File: src/rtl/core/c8x_pkg.sv
// Package for the CHIP-8 instruction executor: widths, constants, codes and types.
// Used by every module in rtl/core; depends on nothing.
`timescale 1ns / 1ps
package c8x_pkg;

    localparam int MEM_BYTES     = 4096;
    localparam int ADDR_W        = 12;
    localparam int STACK_DEPTH   = 16;
    localparam int SP_W          = $clog2(STACK_DEPTH);
    localparam logic [ADDR_W-1:0] PROGRAM_START = 12'h200;
    localparam logic [ADDR_W-1:0] FETCH_LIMIT   = 12'hFFF;

    localparam logic [1:0] MODE_WRITE = 2'd0;
    localparam logic [1:0] MODE_RUN   = 2'd1;
    localparam logic [1:0] MODE_READ  = 2'd2;
    localparam logic [1:0] MODE_REG   = 2'd3;

    // Memory port command from the sequencer.
    typedef struct packed {
        logic              we;
        logic [ADDR_W-1:0] addr;
        logic [7:0]        wdata;
    } t_mem_cmd;

    // Hundreds, tens and units of a byte, worked out by constant reciprocal.
    function automatic logic [11:0] bcd_digits(input logic [7:0] v);
        logic [15:0] q;
        logic [7:0]  h;
        logic [7:0]  r;
        logic [7:0]  t;
        logic [7:0]  u;
        q = 16'(v) * 16'd41;
        h = 8'(q >> 12);
        r = 8'(v - 8'(h * 8'd100));
        q = 16'(r) * 16'd205;
        t = 8'(q >> 11);
        u = 8'(r - 8'(t * 8'd10));
        return {h[3:0], t[3:0], u[3:0]};
    endfunction

endpackage

File: src/rtl/core/c8x_stack.sv
// Call stack of return addresses, a small synchronous memory.
// Depends on c8x_pkg.
`timescale 1ns / 1ps
module c8x_stack (
    input  logic                            i_clk,
    input  logic                            i_we,
    input  logic [c8x_pkg::SP_W-1:0]        i_addr,
    input  logic [c8x_pkg::ADDR_W-1:0]      i_wdata,
    output logic [c8x_pkg::ADDR_W-1:0]      o_rdata
);
    logic [c8x_pkg::ADDR_W-1:0] r_stk [c8x_pkg::STACK_DEPTH];

    // Registered read at the given slot.
    always_ff @(posedge i_clk) begin
        if (i_we) begin
            r_stk[i_addr] <= i_wdata;
        end
        o_rdata <= r_stk[i_addr];
    end
endmodule

File: config.mk
export PLATFORM = sky130hd
export DESIGN_NAME = c8x_stack
export DESIGN_NICKNAME = d
export VERILOG_FILES = /design/src/rtl/core/c8x_pkg.sv /design/src/rtl/core/c8x_stack.sv
export SDC_FILE = /design/constraint.sdc
export NUM_CORES = 1
export LEC_CHECK = 0
export BUFFER_PORTS_ARGS = -buffer_cell sky130_fd_sc_hd__buf_2
export CORE_ASPECT_RATIO = 2
export CORE_MARGIN = 10
export CORE_UTILIZATION = 63
export CTS_BUF_LIST = sky130_fd_sc_hd__clkbuf_2
export DETAILED_ROUTE_END_ITERATION = 10
export GPL_ROUTABILITY_DRIVEN = 0
export PLACE_DENSITY = 0.91
export SLEW_MARGIN = 20
export SYNTH_ARGS = -nofsm -noshare
export SYNTH_HDL_FRONTEND = slang
export SYNTH_SLANG_ARGS = --single-unit
File: constraint.sdc
create_clock -name i_clk -period 3.15 [get_ports i_clk]
set_clock_uncertainty 0.15 [all_clocks]
set_input_delay 0.4725 -clock i_clk [delete_from_list [all_inputs] [get_ports i_clk]]
set_output_delay 0.4725 -clock i_clk [all_outputs]
set_load 0.1 [all_outputs]
# ---- Word level (Yosys, flattened, before mapping)
# Memories as Yosys holds them, arrays and structs flattened. A register that Yosys moved wholly into a read port is not among the register bits.
# Cells that the tools add are included.
dict set report classes {
  n_mux 2
}
# cell count
set ops {}
lappend ops {{2-to-1 mux 1 bit} 2}
dict set report totals {
  in_bits 18
  ram_bits 192
  out_inout_bits 12
  memories 1
  register_bits 0
  elab_cells 3
}
# name words word_bits rd rd_ports_with_merged_regs wr line_no
set memory_table {}
lappend memory_table {r_stk 16 12 1 1 1 c8x_stack.sv:11} ;# logic [c8x_pkg::ADDR_W-1:0] r_stk [c8x_pkg::STACK_DEPTH];

# ---- Logic depth before layout (Yosys ltp)
dict set report depth {
  word_depth 2
  mapped_depth 5
  ltp_nobuf 3
}

# ---- Worst setup path before layout
# OpenSTA, ideal clock, no wires.
dict set report synth_path {
  kind {input-to-reg}
  startpoint {input port i_addr[2] in the netlist's numbering}
  endpoint {memory r_stk[0][0] in the netlist's numbering, enable pin}
  path_stages 2
  setup_ns 0.396
  t_arrival_ns 1.850
  path_buffers 0
  path_slack_ns 0.754
  path_cell_list {or3b_2 -> nor3_1}
}
# item line_no
set synth_lines {}
lappend synth_lines {{start: declaration} c8x_stack.sv:7} ;# input logic [c8x_pkg::SP_W-1:0] i_addr,
lappend synth_lines {{end: declaration} c8x_stack.sv:11}
# No word-level cell before the write port.

# ---- Worst setup path in the final report
dict set report layout_path {
  startpoint {register o_rdata[4] in the netlist's numbering, read port of r_stk}
  endpoint {output port o_rdata[4] in the netlist's numbering}
}
# item line_no
set layout_lines {}
lappend layout_lines {{start: declaration} c8x_stack.sv:9} ;# output logic [c8x_pkg::ADDR_W-1:0] o_rdata
# No word-level cell between the ends.

==> impl_metrics.csv <==
group,metric,value,unit
route,drt_iter0_markers,351,
route,antenna_left,0,
logic_synthesis,synth_top_family_by_area,"multiplexers",
cts,cts-root-buf,"clkbuf_2",
logic_synthesis,yosysTopAreaCellShare,76.0,%
logic_synthesis,syn-num-nets,349,
place,io_buffers,29,
sta,slew_viol_final,0,
critical_path,worstPathMaxFanout,1,
finish,fillers,676,
cts,clkSlewWorstSetupHoldPaths,0.13,ns
logic_synthesis,synth_common_cells,"192 x edfxtp_1, 39 x mux4_2, 24 x a22oi_1, 13 x nand2_1, 13 x nor2_1",
sta,final_min_period_over_clock_period,68.8,%
min_path,worstHoldPathCells,1,
logic_synthesis,synth.avg_cell_area,22.9,µm²
cts,cts_resized,0,
floorplan,core,0.0118,mm²
finish,fin_cells,594,
global_route,grt_pass1_vias,4014,
logic_synthesis,synth_xor_area_share,0,%
critical_path,r2r_start,"r_stk[2][2]",
logic_synthesis,synthDistinctLibCells,19,
logic_synthesis,async_flop_share,0,%
global_route,globalRouteTotalUtil,17.1,%
sta,relSlewSlack,33.4,%
finish,layout-drive-gt1-share,34.5,%
floorplan,die_area,0.0171,mm²
job,drv_cap,0,
global_route,grt_use_met2,30.7,%
cts,cts_buffers,41,
critical_path,crit_buf_inv,1,
logic_synthesis,synth_edf_count,192,
logic_synthesis,yosysWarnings,0,
floorplan,die_height,175,µm
min_path,hold_path.class,"in2reg",
min_path,hold_start,"i_wdata[5]",
logic_synthesis,synth_area_leader_cell,"edfxtp_1",
power,peakVddDrop,0.307,mV
power,power_per_cell_area,571,mW/mm²
global_route,grt_max_degree,56,
floorplan,die_w,97.6,µm
logic_synthesis,seq_area_frac_synth,79.2,%
logic_synthesis,synthFlopType,"edfxtp_1",
critical_path,worst_ep_required_time,2.53,ns
critical_path,regToRegEndpoint,"o_rdata[2]",
global_route,met3_usage,2.96,%
critical_path,cp_cell_sequence,"buf_2",
finish,multi_input_area,0.00149,mm²
min_path,min_to,"r_stk[4][5]",
sta,worstMarginPinSlew,0.993,ns
route,vias,3723,
critical_path,endpoint_kind,"output pin",
sta,whs,0.0421,ns
route,wl_per_cell,24.5,µm
sta,fin_crit,2.17,ns
finish,area_growth,11.3,%
route,drcViolationCount,0,
cts,cts_tree,"built",
cts,clkLatencyLatePin,0.68,ns
global_route,grt_busiest_layer,"met2",
critical_path,startpoint_type,"flip-flop",
route,route.final.wire_length,14.6,mm
place,hpwl,9.84,mm
critical_path,critPathArrivalTime,1.54,ns
critical_path,slowest_delay,0.44,ns
critical_path,crit_path_top_delay_cell,"buf_2",
route,firstDrtPassIters,5,
floorplan,initial_utilization,64.4,%
cts,cts_max_level,2,
sta,setup_viol,0,
logic_synthesis,synthCells,331,
global_route,grt_pass1_wl,22.8,mm
critical_path,critical_path.top_delay_family,"buffers and inverters",
logic_synthesis,syn_area,0.00759,mm²
sta,hold_violations,0,
cts,cts.sinks,204,
route,via_per_inst,6.27,
logic_synthesis,synth_compound_area_share,2.38,%
critical_path,reg2reg_depth,3,
logic_synthesis,yosysMostFrequentCell,"edfxtp_1",
sta,fin_tns_setup,0,ns
sta,max_clock_freq,462,MHz
run_status,status,"complete, no violations",
finish,register_area,0.00601,mm²
sta,rsz0062_at_grt,"no",
logic_synthesis,synthAdderAreaFrac,0,%
power,power_leakage,2.86,nW
floorplan,ios,30,
global_route,grt_use_met1,19.3,%
floorplan,core.rowCount,56,
logic_synthesis,synth-simple-area-share,2.34,%
critical_path,setup.worst_path.class,"reg2out",
logic_synthesis,synth_area_leaders,"edfxtp_1 76%, mux4_2 12%, dfxtp_1 3.2%",
logic_synthesis,synth_mux_area_share,14.7,%
logic_synthesis,yosys_register_bits,204,
global_route,antenna_found_initial,2,
cts,clockBufferDepth,3,
critical_path,regToRegSetupSlack,1.62,ns
finish,nNetsFinal,438,
place,dp.cells,511,
global_route,grt_overflow,0,
-- cell families (layout without fill, tap and decap cells) --
family,count (synthesis),in the layout
flip-flops,204,204
multiplexers,48,48
AND/OR/NAND/NOR,39,39
AO/OA/AOI/OAI,24,24
buffers and inverters,16,132
other,0,2
-- flip-flops by register name, summed over array words and instances, names as in the netlist --
register and cells:
o_rdata 12, r_stk 192
-- where the power goes --
group / internal (mW) / switching (mW) / total [mW]
registers: 3.03 / 0.0216 / 3.05
logic: 0.120 / 0.285 / 0.406
clock network: 0.475 / 0.890 / 1.37
-- per-layer routing --
metal / vias to the layer above / part of all wire, %
met3: 46 / 6.0
li1: 1604 / -
met5: - / 0
met2: 191 / 56
met1: 1882 / 35
met4: 0 / 3.3
-- final cells by class --
type / count / area share (%)
Sequential cell: 204 / 71.1
Multi-Input combinational cell: 111 / 17.7
Timing Repair Buffer: 62 / 5.01
Clock buffer: 55 / 3.26
Tap cell: 145 / 2.15
Clock inverter: 15 / 0.711
Antenna cell: 2 / 0.0593
-- what timing repair did --
action,CTS,global route
endpoints found under the hold margin,130,0
endpoints found under the setup margin,0,0
hold buffers,11,0
setup buffers,0,0
-- stage by stage --
| stage | utilization (%) | cell area (µm²) | setup WS, ns | power [mW] |
|---|---|---|---|---|
| floorplan | - | 7590 | 0.754 | 3.39 |
| global placement | 67.9 | 7990 | 0.620 | 3.49 |
| CTS | 71.7 | 8440 | 0.949 | 4.86 |
| global route | 71.7 | 8440 | 0.948 | 5.00 |
| detailed placement | 67.9 | 7990 | 0.568 | 3.51 |
| finish | 71.7 | 8440 | 0.984 | 4.82 |
-- cells in the final DEF (no fill, tap or decap) --
| master | n |
|---|---|
| edfxtp_1 | 192 |
| clkbuf_2 | 55 |
| mux4_2 | 39 |
| buf_2 | 28 |
| a22oi_1 | 24 |
| buf_4 | 23 |
| nor2_1 | 13 |
| nand2_1 | 13 |
| dfxtp_1 | 12 |
| clkinv_1 | 11 |
| dlygate4sd3_1 | 11 |
| mux4_1 | 9 |
| nor3_2 | 4 |
| clkinv_2 | 3 |
| diode_2 | 2 |
| nor2b_1 | 2 |
| nand3b_1 | 2 |
| nand2b_1 | 2 |
| and2_1 | 1 |
| nand3_1 | 1 |
| or3b_2 | 1 |
| inv_2 | 1 |
-- how the worst max path moves through the flow --
stage,from,end,slack (ns),cells past startpoint
floorplan,i_addr[2],r_stk[0][0],0.75,2
global placement,i_addr[0],o_rdata[0],0.62,4
detailed placement,i_addr[0],o_rdata[1],0.57,4
CTS,o_rdata[4],o_rdata[4],0.95,1
global route,o_rdata[4],o_rdata[4],0.95,1
finish,o_rdata[4],o_rdata[4],0.98,1
Power figures use the tool's default switching activity.
